<file path="config.mk">
export PLATFORM = sky130hd
export DESIGN_NAME = encoder_incremental_pid_speed_control_unit_flat
export DESIGN_NICKNAME = d
export VERILOG_FILES = /design/src/design/epsc_pkg.sv /design/src/design/epsc_if.sv /design/src/design/epsc_cfg.sv /design/src/design/epsc_ctrl.sv /design/src/design/epsc_dp.sv /design/src/design/encoder_incremental_pid_speed_control_unit.sv /design/src/flat_wrapper.sv
export SDC_FILE = /design/constraint.sdc
export NUM_CORES = 2
export LEC_CHECK = 0
export ABC_AREA = 1
export BUFFER_PORTS_ARGS = -buffer_cell sky130_fd_sc_hd__buf_2
export CORE_ASPECT_RATIO = 1.5
export CORE_UTILIZATION = 65
export DETAILED_ROUTE_END_ITERATION = 16
export GPL_ROUTABILITY_DRIVEN = 0
export PLACE_DENSITY = 0.84
export SYNTH_ARGS = -nofsm -noshare
export SYNTH_HDL_FRONTEND = slang
export SYNTH_SLANG_ARGS = --single-unit
</file>
<file path="constraint.sdc">
create_clock -name clk -period 10.1 [get_ports clk]
set_input_delay 1.01 -clock clk [delete_from_list [all_inputs] [get_ports clk]]
set_output_delay 1.01 -clock clk [all_outputs]
set_load 0.01 [all_outputs]
</file>
<file path="src/design/epsc_pkg.sv">
package epsc_pkg;

    // Build-time configuration
    localparam int COUNT_WIDTH    = 16;
    localparam int COEF_FRAC_BITS = 16;

    // Fixed formats
    localparam int VEL_FRAC    = 12;
    localparam int VEL_W       = 24;
    localparam int ERR_W       = VEL_W + 1;
    localparam int COEF_W      = 24;
    localparam int ACC_W       = 22;
    localparam int DUTY_W      = 8;
    localparam int DRIVE_W     = DUTY_W + 1;
    localparam int DRIVE_LIMIT = 255;
    localparam int ACC_LIMIT   = DRIVE_LIMIT << VEL_FRAC;

    localparam int VEL_RSHIFT = (COEF_FRAC_BITS >= VEL_FRAC) ? (COEF_FRAC_BITS - VEL_FRAC) : 0;
    localparam int VEL_LSHIFT = (COEF_FRAC_BITS < VEL_FRAC) ? (VEL_FRAC - COEF_FRAC_BITS) : 0;

    // Shared multiplier: count or error times scale or coefficient
    localparam int MUL_A_W = (COUNT_WIDTH > ERR_W) ? COUNT_WIDTH : ERR_W;
    localparam int MUL_B_W = COEF_W + 1;
    localparam int MUL_P_W = MUL_A_W + MUL_B_W;
    localparam int VW_W    = MUL_P_W + VEL_LSHIFT;
    localparam int SUM_W   = MUL_P_W + 2;
    localparam int ACC_SUM_W = SUM_W + 1;

    // Configuration port
    localparam int CFG_ADDR_W = 5;
    localparam int CFG_DATA_W = 32;
    localparam int REG_IDX_W  = CFG_ADDR_W - 2;

    typedef enum logic [REG_IDX_W-1:0] {
        REG_COEF_Q0        = 3'd0,
        REG_COEF_Q1        = 3'd1,
        REG_COEF_Q2        = 3'd2,
        REG_VELOCITY_SCALE = 3'd3,
        REG_REVERSE_DIR    = 3'd4
    } reg_idx_t;

    // Request kinds
    localparam logic REQ_EDGE = 1'b0;
    localparam logic REQ_TICK = 1'b1;

    typedef enum logic [1:0] {
        MUL_VEL = 2'd0,
        MUL_Q0  = 2'd1,
        MUL_Q1  = 2'd2,
        MUL_Q2  = 2'd3
    } mul_sel_t;

    typedef enum logic [1:0] {
        SUM_HOLD = 2'd0,
        SUM_LOAD = 2'd1,
        SUM_ADD  = 2'd2
    } sum_op_t;

    typedef struct packed {
        logic [COEF_W-1:0] coef_q0;
        logic [COEF_W-1:0] coef_q1;
        logic [COEF_W-1:0] coef_q2;
        logic [COEF_W-1:0] velocity_scale;
        logic              reverse_dir;
    } cfg_t;

    typedef struct packed {
        logic     edge_en;
        logic     tick_en;
        mul_sel_t mul_sel;
        logic     vel_en;
        sum_op_t  sum_op;
        logic     acc_en;
        logic     out_load;
    } dp_cmd_t;

endpackage

</file>
<file path="src/design/epsc_if.sv">
interface epsc_req_if import epsc_pkg::*; ();
    logic                    valid;
    logic                    ready;
    logic                    req_type;
    logic                    enc_a;
    logic                    enc_b;
    logic signed [VEL_W-1:0] setpoint;

    modport source (output valid, req_type, enc_a, enc_b, setpoint, input ready);
    modport sink (input valid, req_type, enc_a, enc_b, setpoint, output ready);
endinterface

interface epsc_rsp_if import epsc_pkg::*; ();
    logic                      valid;
    logic                      ready;
    logic [DUTY_W-1:0]         duty;
    logic                      dir_in1;
    logic                      dir_in2;
    logic signed [DRIVE_W-1:0] drive;
    logic signed [VEL_W-1:0]   measured_velocity;

    modport source (output valid, duty, dir_in1, dir_in2, drive, measured_velocity, input ready);
    modport sink (input valid, duty, dir_in1, dir_in2, drive, measured_velocity, output ready);
endinterface

</file>
<file path="src/design/epsc_cfg.sv">
module epsc_cfg import epsc_pkg::*;
(
    input  logic                  clk,
    input  logic                  rst_n,
    input  logic                  psel,
    input  logic                  penable,
    input  logic                  pwrite,
    input  logic [CFG_ADDR_W-1:0] paddr,
    input  logic [CFG_DATA_W-1:0] pwdata,
    output logic [CFG_DATA_W-1:0] prdata,
    output logic                  pready,
    output cfg_t                  cfg
);

    logic [COEF_W-1:0] q0_reg, q0_next;
    logic [COEF_W-1:0] q1_reg, q1_next;
    logic [COEF_W-1:0] q2_reg, q2_next;
    logic [COEF_W-1:0] scale_reg, scale_next;
    logic              rev_reg, rev_next;
    logic              wr_en;
    reg_idx_t          idx;

    assign pready = 1'b1;
    assign wr_en  = psel && penable && pwrite;
    assign idx    = reg_idx_t'(paddr[CFG_ADDR_W-1:2]);

    always_comb
    begin
        q0_next    = q0_reg;
        q1_next    = q1_reg;
        q2_next    = q2_reg;
        scale_next = scale_reg;
        rev_next   = rev_reg;
        if (wr_en)
        begin
            case (idx)
                REG_COEF_Q0:        q0_next    = pwdata[COEF_W-1:0];
                REG_COEF_Q1:        q1_next    = pwdata[COEF_W-1:0];
                REG_COEF_Q2:        q2_next    = pwdata[COEF_W-1:0];
                REG_VELOCITY_SCALE: scale_next = pwdata[COEF_W-1:0];
                REG_REVERSE_DIR:    rev_next   = pwdata[0];
                default:            ;
            endcase
        end
    end

    always_ff @(posedge clk or negedge rst_n)
    begin
        if (!rst_n)
        begin
            q0_reg    <= '0;
            q1_reg    <= '0;
            q2_reg    <= '0;
            scale_reg <= '0;
            rev_reg   <= 1'b0;
        end
        else
        begin
            q0_reg    <= q0_next;
            q1_reg    <= q1_next;
            q2_reg    <= q2_next;
            scale_reg <= scale_next;
            rev_reg   <= rev_next;
        end
    end

    always_comb
    begin
        case (idx)
            REG_COEF_Q0:        prdata = CFG_DATA_W'(q0_reg);
            REG_COEF_Q1:        prdata = CFG_DATA_W'(q1_reg);
            REG_COEF_Q2:        prdata = CFG_DATA_W'(q2_reg);
            REG_VELOCITY_SCALE: prdata = CFG_DATA_W'(scale_reg);
            REG_REVERSE_DIR:    prdata = CFG_DATA_W'(rev_reg);
            default:            prdata = '0;
        endcase
    end

    assign cfg.coef_q0        = q0_reg;
    assign cfg.coef_q1        = q1_reg;
    assign cfg.coef_q2        = q2_reg;
    assign cfg.velocity_scale = scale_reg;
    assign cfg.reverse_dir    = rev_reg;

endmodule

</file>
<file path="src/design/epsc_ctrl.sv">
module epsc_ctrl import epsc_pkg::*;
(
    input  logic    clk,
    input  logic    rst_n,
    input  logic    in_valid,
    input  logic    in_req_type,
    output logic    in_ready,
    output logic    out_valid,
    input  logic    out_ready,
    output dp_cmd_t cmd
);

    typedef enum logic [7:0] {
        S_IDLE = 8'b0000_0001,
        S_VEL  = 8'b0000_0010,
        S_ERR  = 8'b0000_0100,
        S_M1   = 8'b0000_1000,
        S_M2   = 8'b0001_0000,
        S_M3   = 8'b0010_0000,
        S_ACC  = 8'b0100_0000,
        S_OUT  = 8'b1000_0000
    } state_t;

    state_t state_reg, state_next;
    logic   out_valid_reg, out_valid_next;
    logic   accept;

    assign in_ready  = (state_reg == S_IDLE);
    assign accept    = in_valid && in_ready;
    assign out_valid = out_valid_reg;

    always_comb
    begin
        state_next   = state_reg;
        cmd          = '0;
        cmd.mul_sel  = MUL_VEL;
        cmd.sum_op   = SUM_HOLD;
        case (state_reg)
            S_IDLE:
            begin
                cmd.edge_en = accept && (in_req_type == REQ_EDGE);
                cmd.tick_en = accept && (in_req_type == REQ_TICK);
                if (cmd.tick_en)
                    state_next = S_VEL;
            end
            S_VEL:
            begin
                cmd.mul_sel = MUL_VEL;
                state_next  = S_ERR;
            end
            S_ERR:
            begin
                cmd.vel_en  = 1'b1;
                cmd.mul_sel = MUL_Q1;
                state_next  = S_M1;
            end
            S_M1:
            begin
                cmd.sum_op  = SUM_LOAD;
                cmd.mul_sel = MUL_Q2;
                state_next  = S_M2;
            end
            S_M2:
            begin
                cmd.sum_op  = SUM_ADD;
                cmd.mul_sel = MUL_Q0;
                state_next  = S_M3;
            end
            S_M3:
            begin
                cmd.sum_op = SUM_ADD;
                state_next = S_ACC;
            end
            S_ACC:
            begin
                cmd.acc_en = 1'b1;
                state_next = S_OUT;
            end
            S_OUT:
            begin
                // hold until the result register is free
                if (!out_valid_reg || out_ready)
                begin
                    cmd.out_load = 1'b1;
                    state_next   = S_IDLE;
                end
            end
            default:
            begin
                state_next = S_IDLE;
            end
        endcase
    end

    always_comb
    begin
        if (cmd.out_load)
            out_valid_next = 1'b1;
        else if (out_ready)
            out_valid_next = 1'b0;
        else
            out_valid_next = out_valid_reg;
    end

    always_ff @(posedge clk or negedge rst_n)
    begin
        if (!rst_n)
        begin
            state_reg     <= S_IDLE;
            out_valid_reg <= 1'b0;
        end
        else
        begin
            state_reg     <= state_next;
            out_valid_reg <= out_valid_next;
        end
    end

    a_tick_starts: assert property (@(posedge clk) disable iff (!rst_n)
        (accept && in_req_type == REQ_TICK) |=> (state_reg == S_VEL))
        else $error("tick request did not start the multiply sequence");

    a_out_blocked_waits: assert property (@(posedge clk) disable iff (!rst_n)
        (state_reg == S_OUT && out_valid_reg && !out_ready) |=> (state_reg == S_OUT))
        else $error("result overwritten while previous one pending");

endmodule

</file>
<file path="src/design/epsc_dp.sv">
module epsc_dp import epsc_pkg::*;
(
    input  logic                      clk,
    input  logic                      rst_n,
    input  dp_cmd_t                   cmd,
    input  cfg_t                      cfg,
    input  logic                      enc_a,
    input  logic                      enc_b,
    input  logic signed [VEL_W-1:0]   setpoint,
    output logic [DUTY_W-1:0]         duty,
    output logic                      dir_in1,
    output logic                      dir_in2,
    output logic signed [DRIVE_W-1:0] drive,
    output logic signed [VEL_W-1:0]   measured_velocity
);

    // Controller state
    logic signed [COUNT_WIDTH-1:0] count_reg, count_next;
    logic signed [ERR_W-1:0]       err_last_reg, err_last_next;
    logic signed [ERR_W-1:0]       err_prev_reg, err_prev_next;
    logic signed [ACC_W-1:0]       acc_reg, acc_next;

    // Working registers
    logic signed [VEL_W-1:0]   target_reg, target_next;
    logic signed [ERR_W-1:0]   err_reg, err_next;
    logic signed [VEL_W-1:0]   vel_reg, vel_next;
    logic signed [MUL_P_W-1:0] prod_reg, prod_next;
    logic signed [SUM_W-1:0]   sum_reg, sum_next;

    // Result registers
    logic [DUTY_W-1:0]         duty_reg, duty_next;
    logic                      dir1_reg, dir1_next;
    logic                      dir2_reg, dir2_next;
    logic signed [DRIVE_W-1:0] drive_reg, drive_next;
    logic signed [VEL_W-1:0]   mvel_reg, mvel_next;

    logic                        step_up;
    logic                        at_max;
    logic                        at_min;
    logic signed [MUL_A_W-1:0]   mul_a;
    logic signed [MUL_B_W-1:0]   mul_b;
    logic signed [VW_W-1:0]      vel_wide;
    logic                        vel_ovf;
    logic signed [VEL_W-1:0]     vel_sat;
    logic signed [SUM_W-1:0]     inc;
    logic signed [ACC_SUM_W-1:0] acc_sum;
    logic signed [ACC_SUM_W-1:0] acc_hi;
    logic signed [ACC_SUM_W-1:0] acc_lo;
    logic signed [ACC_W-1:0]     acc_clamped;
    logic [ACC_W-1:0]            acc_mag;
    logic [DUTY_W-1:0]           duty_val;
    logic                        drv_neg;

    // Edge counter
    assign step_up = (enc_a != enc_b) ^ cfg.reverse_dir;
    assign at_max  = (count_reg == {1'b0, {(COUNT_WIDTH-1){1'b1}}});
    assign at_min  = (count_reg == {1'b1, {(COUNT_WIDTH-1){1'b0}}});

    always_comb
    begin
        count_next = count_reg;
        if (cmd.vel_en)
            count_next = '0;
        else if (cmd.edge_en)
        begin
            if (step_up && !at_max)
                count_next = count_reg + COUNT_WIDTH'(1);
            else if (!step_up && !at_min)
                count_next = count_reg - COUNT_WIDTH'(1);
        end
    end

    // Shared multiplier
    always_comb
    begin
        case (cmd.mul_sel)
            MUL_VEL:
            begin
                mul_a = MUL_A_W'(count_reg);
                mul_b = signed'({1'b0, cfg.velocity_scale});
            end
            MUL_Q0:
            begin
                mul_a = MUL_A_W'(err_reg);
                mul_b = MUL_B_W'(signed'(cfg.coef_q0));
            end
            MUL_Q1:
            begin
                mul_a = MUL_A_W'(err_last_reg);
                mul_b = MUL_B_W'(signed'(cfg.coef_q1));
            end
            MUL_Q2:
            begin
                mul_a = MUL_A_W'(err_prev_reg);
                mul_b = MUL_B_W'(signed'(cfg.coef_q2));
            end
            default:
            begin
                mul_a = '0;
                mul_b = '0;
            end
        endcase
    end

    assign prod_next = mul_a * mul_b;

    // Velocity: rescale to 12 fraction bits and saturate
    assign vel_wide = (VW_W'(prod_reg) <<< VEL_LSHIFT) >>> VEL_RSHIFT;
    assign vel_ovf  = !((&vel_wide[VW_W-1:VEL_W-1]) || !(|vel_wide[VW_W-1:VEL_W-1]));
    assign vel_sat  = vel_ovf ? (vel_wide[VW_W-1] ? {1'b1, {(VEL_W-1){1'b0}}}
                                                  : {1'b0, {(VEL_W-1){1'b1}}})
                              : vel_wide[VEL_W-1:0];

    assign target_next = cmd.tick_en ? setpoint : target_reg;
    assign vel_next    = cmd.vel_en ? vel_sat : vel_reg;
    assign err_next    = cmd.vel_en ? (ERR_W'(target_reg) - ERR_W'(vel_sat)) : err_reg;

    // Increment accumulation
    always_comb
    begin
        case (cmd.sum_op)
            SUM_LOAD: sum_next = SUM_W'(prod_reg);
            SUM_ADD:  sum_next = sum_reg + SUM_W'(prod_reg);
            default:  sum_next = sum_reg;
        endcase
    end

    // Accumulator update with clamp
    assign inc     = sum_reg >>> COEF_FRAC_BITS;
    assign acc_sum = ACC_SUM_W'(acc_reg) + ACC_SUM_W'(inc);
    assign acc_hi  = ACC_SUM_W'(ACC_LIMIT);
    assign acc_lo  = -acc_hi;

    always_comb
    begin
        if (acc_sum > acc_hi)
            acc_clamped = acc_hi[ACC_W-1:0];
        else if (acc_sum < acc_lo)
            acc_clamped = acc_lo[ACC_W-1:0];
        else
            acc_clamped = acc_sum[ACC_W-1:0];
    end

    assign acc_next      = cmd.acc_en ? acc_clamped : acc_reg;
    assign err_prev_next = cmd.acc_en ? err_last_reg : err_prev_reg;
    assign err_last_next = cmd.acc_en ? err_reg : err_last_reg;

    // Drive: truncate toward zero
    assign acc_mag  = acc_reg[ACC_W-1] ? ACC_W'(-acc_reg) : ACC_W'(acc_reg);
    assign duty_val = acc_mag[VEL_FRAC +: DUTY_W];
    assign drv_neg  = acc_reg[ACC_W-1] && (duty_val != '0);

    assign duty_next  = cmd.out_load ? duty_val : duty_reg;
    assign dir1_next  = cmd.out_load ? drv_neg : dir1_reg;
    assign dir2_next  = cmd.out_load ? !drv_neg : dir2_reg;
    assign drive_next = cmd.out_load ? (drv_neg ? -DRIVE_W'(duty_val) : DRIVE_W'(duty_val))
                                     : drive_reg;
    assign mvel_next  = cmd.out_load ? vel_reg : mvel_reg;

    always_ff @(posedge clk or negedge rst_n)
    begin
        if (!rst_n)
        begin
            count_reg    <= '0;
            err_last_reg <= '0;
            err_prev_reg <= '0;
            acc_reg      <= '0;
        end
        else
        begin
            count_reg    <= count_next;
            err_last_reg <= err_last_next;
            err_prev_reg <= err_prev_next;
            acc_reg      <= acc_next;
        end
    end

    always_ff @(posedge clk)
    begin
        target_reg <= target_next;
        err_reg    <= err_next;
        vel_reg    <= vel_next;
        prod_reg   <= prod_next;
        sum_reg    <= sum_next;
        duty_reg   <= duty_next;
        dir1_reg   <= dir1_next;
        dir2_reg   <= dir2_next;
        drive_reg  <= drive_next;
        mvel_reg   <= mvel_next;
    end

    assign duty              = duty_reg;
    assign dir_in1           = dir1_reg;
    assign dir_in2           = dir2_reg;
    assign drive             = drive_reg;
    assign measured_velocity = mvel_reg;

    a_acc_bounded: assert property (@(posedge clk) disable iff (!rst_n)
        (ACC_SUM_W'(acc_reg) <= acc_hi) && (ACC_SUM_W'(acc_reg) >= acc_lo))
        else $error("drive accumulator outside its clamp range");

    a_count_cleared: assert property (@(posedge clk) disable iff (!rst_n)
        cmd.vel_en |=> (count_reg == '0))
        else $error("edge count not cleared by tick");

    a_dir_exclusive: assert property (@(posedge clk) disable iff (!rst_n)
        cmd.out_load |=> (dir1_reg != dir2_reg))
        else $error("bridge direction pins not complementary");

endmodule

</file>
<file path="src/design/encoder_incremental_pid_speed_control_unit.sv">
// Quadrature-encoder speed loop with an incremental PID. Each request on req_ch is either
// an encoder edge sample (req_type 0) or a control tick (req_type 1). An edge is counted
// in the cycle it is accepted: equal A/B levels count down, unequal levels count up
// (inverted when reverse_dir is set), and the count saturates at its signed bounds. A tick
// converts the count to a Q12.12 velocity with velocity_scale, clears the count, forms the
// error against the setpoint, adds floor((q0*e + q1*e_last + q2*e_before_last) >> 16) to
// the drive accumulator clamped to +-255.0, and returns one result on rsp_ch: duty, bridge
// pins and the signed drive truncated toward zero, plus the saturated measured velocity.
// Edges produce no result. Edges are taken whenever the block is idle; a tick holds off
// new requests until its result register has loaded, stepping through four products
// (velocity and three coefficient terms) in turn on one shared registered multiplier, then
// the accumulator clamp and the result load. A finished result waits in its own register,
// so edge requests keep flowing while it is pending; a second tick stalls in its last step
// until the first result is taken. Registers sit on the APB port at byte addresses
// 0 (coef_q0), 4 (coef_q1), 8 (coef_q2), 12 (velocity_scale) and 16 (reverse_dir); write
// them only while no tick is in flight. Configuration, edge count, error history and the
// accumulator reset to zero, the other registers do not; there is no start-up sweep.
module encoder_incremental_pid_speed_control_unit import epsc_pkg::*;
(
    input  logic                  clk,
    input  logic                  rst_n,
    epsc_req_if.sink              req_ch,
    epsc_rsp_if.source            rsp_ch,
    input  logic                  psel,
    input  logic                  penable,
    input  logic                  pwrite,
    input  logic [CFG_ADDR_W-1:0] paddr,
    input  logic [CFG_DATA_W-1:0] pwdata,
    output logic [CFG_DATA_W-1:0] prdata,
    output logic                  pready
);

    cfg_t    cfg;
    dp_cmd_t cmd;

    // Configuration registers
    epsc_cfg u_cfg (
        .clk     (clk),
        .rst_n   (rst_n),
        .psel    (psel),
        .penable (penable),
        .pwrite  (pwrite),
        .paddr   (paddr),
        .pwdata  (pwdata),
        .prdata  (prdata),
        .pready  (pready),
        .cfg     (cfg)
    );

    // Sequencer: accepts requests, steps the multiplier through its four products and
    // hands the result to the output register
    epsc_ctrl u_ctrl (
        .clk         (clk),
        .rst_n       (rst_n),
        .in_valid    (req_ch.valid),
        .in_req_type (req_ch.req_type),
        .in_ready    (req_ch.ready),
        .out_valid   (rsp_ch.valid),
        .out_ready   (rsp_ch.ready),
        .cmd         (cmd)
    );

    // Datapath: edge counter, shared multiplier, error history, accumulator and result
    epsc_dp u_dp (
        .clk               (clk),
        .rst_n             (rst_n),
        .cmd               (cmd),
        .cfg               (cfg),
        .enc_a             (req_ch.enc_a),
        .enc_b             (req_ch.enc_b),
        .setpoint          (req_ch.setpoint),
        .duty              (rsp_ch.duty),
        .dir_in1           (rsp_ch.dir_in1),
        .dir_in2           (rsp_ch.dir_in2),
        .drive             (rsp_ch.drive),
        .measured_velocity (rsp_ch.measured_velocity)
    );

endmodule
</file>
<file path="src/flat_wrapper.sv">
// flat-port wrapper written by rule: the top's interface ports become plain ports
module encoder_incremental_pid_speed_control_unit_flat import epsc_pkg::*;
  (clk, rst_n, psel, penable, pwrite, paddr, pwdata, prdata, pready, req_ch_valid, req_ch_req_type, req_ch_enc_a, req_ch_enc_b, req_ch_setpoint, req_ch_ready, rsp_ch_valid, rsp_ch_duty, rsp_ch_dir_in1, rsp_ch_dir_in2, rsp_ch_drive, rsp_ch_measured_velocity, rsp_ch_ready);
  epsc_req_if req_ch_i ();
  epsc_rsp_if rsp_ch_i ();
  input  logic clk;
  input  logic rst_n;
  input  logic psel;
  input  logic penable;
  input  logic pwrite;
  input  logic [CFG_ADDR_W-1:0] paddr;
  input  logic [CFG_DATA_W-1:0] pwdata;
  output logic [CFG_DATA_W-1:0] prdata;
  output logic pready;
  input wire logic [$bits(req_ch_i.valid)-1:0] req_ch_valid;
  input wire logic [$bits(req_ch_i.req_type)-1:0] req_ch_req_type;
  input wire logic [$bits(req_ch_i.enc_a)-1:0] req_ch_enc_a;
  input wire logic [$bits(req_ch_i.enc_b)-1:0] req_ch_enc_b;
  input wire logic [$bits(req_ch_i.setpoint)-1:0] req_ch_setpoint;
  output wire logic [$bits(req_ch_i.ready)-1:0] req_ch_ready;
  output wire logic [$bits(rsp_ch_i.valid)-1:0] rsp_ch_valid;
  output wire logic [$bits(rsp_ch_i.duty)-1:0] rsp_ch_duty;
  output wire logic [$bits(rsp_ch_i.dir_in1)-1:0] rsp_ch_dir_in1;
  output wire logic [$bits(rsp_ch_i.dir_in2)-1:0] rsp_ch_dir_in2;
  output wire logic [$bits(rsp_ch_i.drive)-1:0] rsp_ch_drive;
  output wire logic [$bits(rsp_ch_i.measured_velocity)-1:0] rsp_ch_measured_velocity;
  input wire logic [$bits(rsp_ch_i.ready)-1:0] rsp_ch_ready;
  assign req_ch_i.valid = req_ch_valid;
  assign req_ch_i.req_type = req_ch_req_type;
  assign req_ch_i.enc_a = req_ch_enc_a;
  assign req_ch_i.enc_b = req_ch_enc_b;
  assign req_ch_i.setpoint = req_ch_setpoint;
  assign req_ch_ready = req_ch_i.ready;
  assign rsp_ch_valid = rsp_ch_i.valid;
  assign rsp_ch_duty = rsp_ch_i.duty;
  assign rsp_ch_dir_in1 = rsp_ch_i.dir_in1;
  assign rsp_ch_dir_in2 = rsp_ch_i.dir_in2;
  assign rsp_ch_drive = rsp_ch_i.drive;
  assign rsp_ch_measured_velocity = rsp_ch_i.measured_velocity;
  assign rsp_ch_i.ready = rsp_ch_ready;
  encoder_incremental_pid_speed_control_unit u_core (.clk(clk), .rst_n(rst_n), .req_ch(req_ch_i), .rsp_ch(rsp_ch_i), .psel(psel), .penable(penable), .pwrite(pwrite), .paddr(paddr), .pwdata(pwdata), .prdata(prdata), .pready(pready));
endmodule
</file>
# ---- After elaboration in Yosys (flattened, before gate mapping)
# Index checks and enable logic that the tools add are counted.
dict set report op_classes {
  addsub 7
  n_mul 1
  order_cmp 2
  eq_ne 22
  n_mux 26
  bitwise 2
  n_reduce_logical 33
}
# cell n
set op_table {}
lappend op_table {{case mux 25 bit (4 select lines)} 2}
lappend op_table {{case mux 24 bit (5 select lines)} 1}
lappend op_table {{case mux 52 bit (2 select lines)} 1}
lappend op_table {{2-to-1 mux 16 bit} 4}
lappend op_table {{case mux 8 bit (8 select lines)} 1}
lappend op_table {{adder 52 x 50 -> 52 bit} 1}
lappend op_table {{multiplier 25 x 25 -> 50 bit} 1}
lappend op_table {{2-to-1 mux 24 bit} 2}
lappend op_table {{2-to-1 mux 22 bit} 2}
lappend op_table {{adder 22 x 36 -> 37 bit} 1}
lappend op_table {{greater-than comparator 37 x 21 -> 1 bit, second input constant} 1}
lappend op_table {{less-than comparator 37 x 21 -> 1 bit, second input constant} 1}
lappend op_table {{subtractor 24 x 24 -> 25 bit} 1}
lappend op_table {{2-to-1 mux 8 bit} 3}
lappend op_table {{AND reduction 23 bit} 1}
lappend op_table {{OR reduction 23 bit} 1}
lappend op_table {{2-to-1 mux 20 bit} 1}
lappend op_table {{negation 20 bit} 1}
lappend op_table {{adder 16 x 2 -> 16 bit, second input constant} 1}
lappend op_table {{equality test 16 x 15 -> 1 bit, second input constant} 1}
lappend op_table {{equality test 16 bit, second input constant} 1}
lappend op_table {{subtractor 16 x 2 -> 16 bit, second input constant} 1}
lappend op_table {{AND reduction 2 bit} 7}
lappend op_table {{negation 8 -> 9 bit} 1}
lappend op_table {{other kinds (31)} 55}
dict set report totals {
  regBits 412
}

# ---- Longest topological paths before layout
dict set report depth {
  word_depth 8
  ltp_mapped 43
  depth_no_buf 42
}

# ---- By module
# A second synthesis with hierarchy kept.
dict set report unflattened {
  cells_unflattened 5879
  hier_area_um2 47530.6
}
# module n_inst cells_each area_per_inst_um2
set by_module_without_submodules {}
lappend by_module_without_submodules {epsc_dp 1 5222 42249.3}
lappend by_module_without_submodules {epsc_cfg 1 571 4650.7}
lappend by_module_without_submodules {epsc_ctrl 1 86 630.6}

# ---- Worst setup path before layout
# OpenSTA, ideal clock, no wires.
dict set report synth_path {
  kind {register -> register}
  from {register u_core.u_ctrl.state_reg[0]}
  to {register u_core.u_dp.prod_reg[47]}
  setup_time_ns 0.125
  t_arrival_ns 7.669
  required_time_ns 9.975
  setup_slack_ns 2.306
  path_stages_with_launch 31
  path_buffers 2
  synth_period_minus_slack_ns 7.794
  path_cell_list {dfstp_2 -> nor2_1 -> inv_1 -> nor2_1 -> nand2_2 -> inv_4 -> nor2_4 -> buf_2 -> o21ai_0 -> a31oi_1 -> inv_2 -> buf_2 -> nor2_1 -> fa_1 -> fa_1 -> inv_1 -> fa_1 -> inv_1 -> fa_1 -> fa_1 -> fa_1 -> fa_1 -> ha_1 -> nand2_1 -> nor2_1 -> inv_1 -> nor4_1 -> nand3_1 -> nand3_1 -> a31oi_1 -> xor2_1}
}
dict set report synth_between {
  elab_chain_cells 5
  elab_cells_between_ends 11
  classes_between {mul: 1; eq/ne: 6; mux: 3; reduce/logical: 1}
}
# element line_no
set synth_lines {}
lappend synth_lines {{from (decl)} epsc_ctrl.sv:24} ;# state_t state_reg, state_next;
lappend synth_lines {{from (signal assigned)} epsc_ctrl.sv:114} ;# state_reg <= state_next;
lappend synth_lines {{equality test 8 x 5 -> 1 bit (tied with other cells)} epsc_ctrl.sv:38} ;# case (state_reg)
lappend synth_lines {{case mux 2 bit (3 select lines) *} epsc_ctrl.sv:38}
lappend synth_lines {{equality test 2 bit (tied with other cells)} epsc_dp.sv:76} ;# case (cmd.mul_sel)
lappend synth_lines {{case mux 25 bit (4 select lines)} epsc_dp.sv:76}
lappend synth_lines {{multiplier 25 x 25 -> 50 bit *} epsc_dp.sv:105} ;# assign prod_next = mul_a * mul_b;
lappend synth_lines {{named net u_core.u_dp.prod_next[47]} epsc_dp.sv:27} ;# logic signed [MUL_P_W-1:0] prod_reg, prod_next;
lappend synth_lines {{to (signal assigned)} epsc_dp.sv:183} ;# prod_reg <= prod_next;
lappend synth_lines {{to (decl)} epsc_dp.sv:27}
# The timed path passes the listed nets; every way through them passes the cells marked *.
# A chain may end at the register's enable or synchronous reset.

# ---- Worst setup path after layout
dict set report layout_path {
  from {register u_core.u_ctrl.state_reg[7]}
  to {register u_core.u_dp.prod_reg[49]}
}
# The elaborated chain is that of the path after synthesis.

==> metrics <==
outcome=complete, but fails checks; failing checks=max-capacitance violations, max-slew violations; Total GRT Usage=40.32%; Crit Path Max Fanout=14; setup slack, reg-to-reg=~0.66 ns; Worst path max stage delay=~1.1 ns; Hold WC Path Type=primary input to async pin; Setup-failing EPs final=0; largest net degree at the start of global routing=76; 1st-pass router iterations=7; Slew HR=-6.383%; vias per cell=between 5 and 6; P&R area growth vs syn=6.538%; Die H=roughly 330 µm; CP Data Arrival Time=around 9.9 ns; setup bufs post-CTS=0; final slew viol count=3; Mapped Area=approximately 48000 µm²; Setup WS pre-CTS=around 1 ns; CP Data Required Time=about 11 ns; crit path kind=register to register; Ys Warns=0; hold_buf cts=0; PortBufs=between 100 and 150; CP startpoint kind=register; DPL Wire Length=between 100 and 150 mm; initial antenna violation count=2; first-pass GRT wire length=around 230 mm; Fin. Hold Viols=0; total CTS buffers=42; die area=approximately 74000 µm²; Critical R2R Launch=u_core.u_ctrl.state_reg[7]; Worst Setup SP=u_core.u_ctrl.state_reg[7]; most frequent cells in the layout=1313 x nand2_1, 1143 x inv_1, 662 x fa_1, 563 x nor2_1, 319 x o21ai_0; fin nets=roughly 7000; CP max stage cell=a211oi_1; Core Footprint=about 73000 µm²; CTS tree=yes; register bit total from synthesis=about 410; ys async rst share=a little under half; Starting Density=between 60% and 70%; Crit Reg-Reg Endpoint=u_core.u_dp.prod_reg[49]; setup tns final=0 ns; vias in the first global route=between 40000 and 50000; post-synthesis cell type count=64; max_cap viols=2; EDFF count, synth=around 170; DRC violations left=0; Routed wire per std cell=21.18 µm; worst slew pin tran=between 1.5 and 2 ns; Clock Sinks=slightly above 400; root buffer cell=clkbuf_16; GRT overflow=0; max reg flops=between 50 and 60; die width=around 220 µm; CTS max path bufs=3; initial DRC count=about 4100; Rows=approximately 120; Syn Area/Cell=8.120 µm²; io pins=between 100 and 150; synthesized instance count=between 5000 and 6000; RSZ-0062 raised after global routing=no; via count=between 40000 and 50000; most common cell after layout, fill and taps aside=nand2_1; Register-to-Register Path Depth=34; Post-synth top flop=dfrtp_1; Max Clock Freq=0.1059 GHz; CP endpoint=u_core.u_dp.prod_reg[49]; H-Tree Depth=2; Final ANT Viol Nets=0; Final WS setup=roughly 0.66 ns; Resize count post-CTS=0; clock slew at reported path FFs=~0.070 ns; Routed Wire Length=around 150 mm; Final Cycle Share=between 90% and 100%; CP Capture Type=register; Critical Path Most Common Cell=fa_1; fin crit period=9.445 ns; share of layout cells above drive strength 1=under 10%; Worst-Skew Late Latency=0.61 ns; Final Skew=approximately 0.06 ns; Seq/Total Area, Yosys=a little under a quarter
## critical path, delay by kind of cell (launching register included)
family / cells / cell delay [ns]
adders and majority gates: 8 / 3.96
buffers and inverters: 9 / 1.03
and+or+nand+nor: 13 / 2.02
xor gates and xnor gates: 1 / 0.19
DFF: 1 / 0.40
AOI/OAI and AO/OA: 3 / 1.70
## per-stage QoR
| step | hold slack [ns] | std cells | cell area (µm²) | utilization [%] |
|---|---|---|---|---|
| final | 0.3887 | 6891 | 50650 | 69.84 |
| after global routing | 0.3985 | 6890 | 50650 | 69.84 |
| after CTS | 0.3768 | 6889 | 50640 | 69.84 |
| after detailed placement | 0.4045 | 6815 | 49240 | 67.91 |
| after global placement | 0.4005 | 6815 | 49240 | 67.91 |
| after floorplan | 0.4003 | 5862 | 47570 | - |
## worst min path at each step
stage | cells past startpoint | slack (ns) | end | start
6_report | 1 | 0.39 | u_core.u_dp.err_prev_reg[18] | rst_n
4_1_cts | 1 | 0.38 | u_core.u_ctrl.out_valid | rst_n
2_1_floorplan | 0 | 0.40 | u_core.u_dp.measured_velocity[0] | u_core.u_dp.vel_reg[0]
3_5_place_dp | 0 | 0.40 | u_core.u_dp.measured_velocity[19] | u_core.u_dp.vel_reg[19]
3_3_place_gp | 0 | 0.40 | u_core.u_dp.measured_velocity[12] | u_core.u_dp.vel_reg[12]
5_1_grt | 1 | 0.40 | u_core.u_dp.err_prev_reg[14] | rst_n
## synth_stat cells, types with 13 or more instances
cell type | n | share of area (%)
dfxtp_1 | 50 | 2.1
xnor2_1 | 53 | 0.98
a211oi_1 | 13 | 0.21
a22oi_1 | 18 | 0.28
inv_2 | 52 | 0.41
o21ai_0 | 319 | 3.4
buf_4 | 13 | 0.21
nand2_2 | 16 | 0.21
nand2_1 | 1314 | 10
nor3_1 | 33 | 0.35
o21a_1 | 18 | 0.28
dfrtp_1 | 193 | 10
fa_1 | 662 | 28
o211ai_1 | 15 | 0.24
xor2_1 | 91 | 1.7
ha_1 | 268 | 7.1
or2_2 | 15 | 0.20
a31oi_1 | 39 | 0.51
edfxtp_1 | 167 | 11
a21oi_1 | 217 | 2.3
nand4_1 | 48 | 0.63
inv_1 | 1146 | 9.0
nand3_1 | 142 | 1.5
nor4_1 | 25 | 0.33
o21bai_1 | 16 | 0.25
nor2_1 | 565 | 4.5
clkbuf_1 | 77 | 0.61
nor2_2 | 18 | 0.24
o21ai_1 | 24 | 0.25
buf_2 | 91 | 0.96
o22ai_1 | 13 | 0.17
## final cells by class
class	count	area, µm²
Tap cell	922	1154
Fill cell	5452	21870
Clock buffer	50	1122
Inverter	1204	4529
Multi-Input combinational cell	4060	31370
Sequential cell	411	10870
Clock inverter	24	276.5
Antenna cell	2	5.005
Timing Repair Buffer	218	1323
## routing by layer
metal  share of wire (%)  track usage (%)  up-vias  routed length [µm]
met5              0.0096                0        -                  14
met4                  11            35.19        2               15660
met3                  11            9.981      861               15380
met2                  48            67.73     2514               69350
met1                  31            42.04    19710               45530
li1                    -                -    18220                   -
## cell families after synthesis
group                      after synthesis  share of synthesized area, %
AOI/OAI and AO/OA                      770                         9.296
xor gates and xnor gates               144                         2.653
adders and majority gates              930                         34.93
buffers and inverters                 1391                         11.38
DFF                                    411                         22.87
other                                    2                       0.01580
and+or+nand+nor                       2207                         18.86
Power is not shown: default switching activity piles up to over one toggle a cycle in this logic, so the estimate is an artifact.
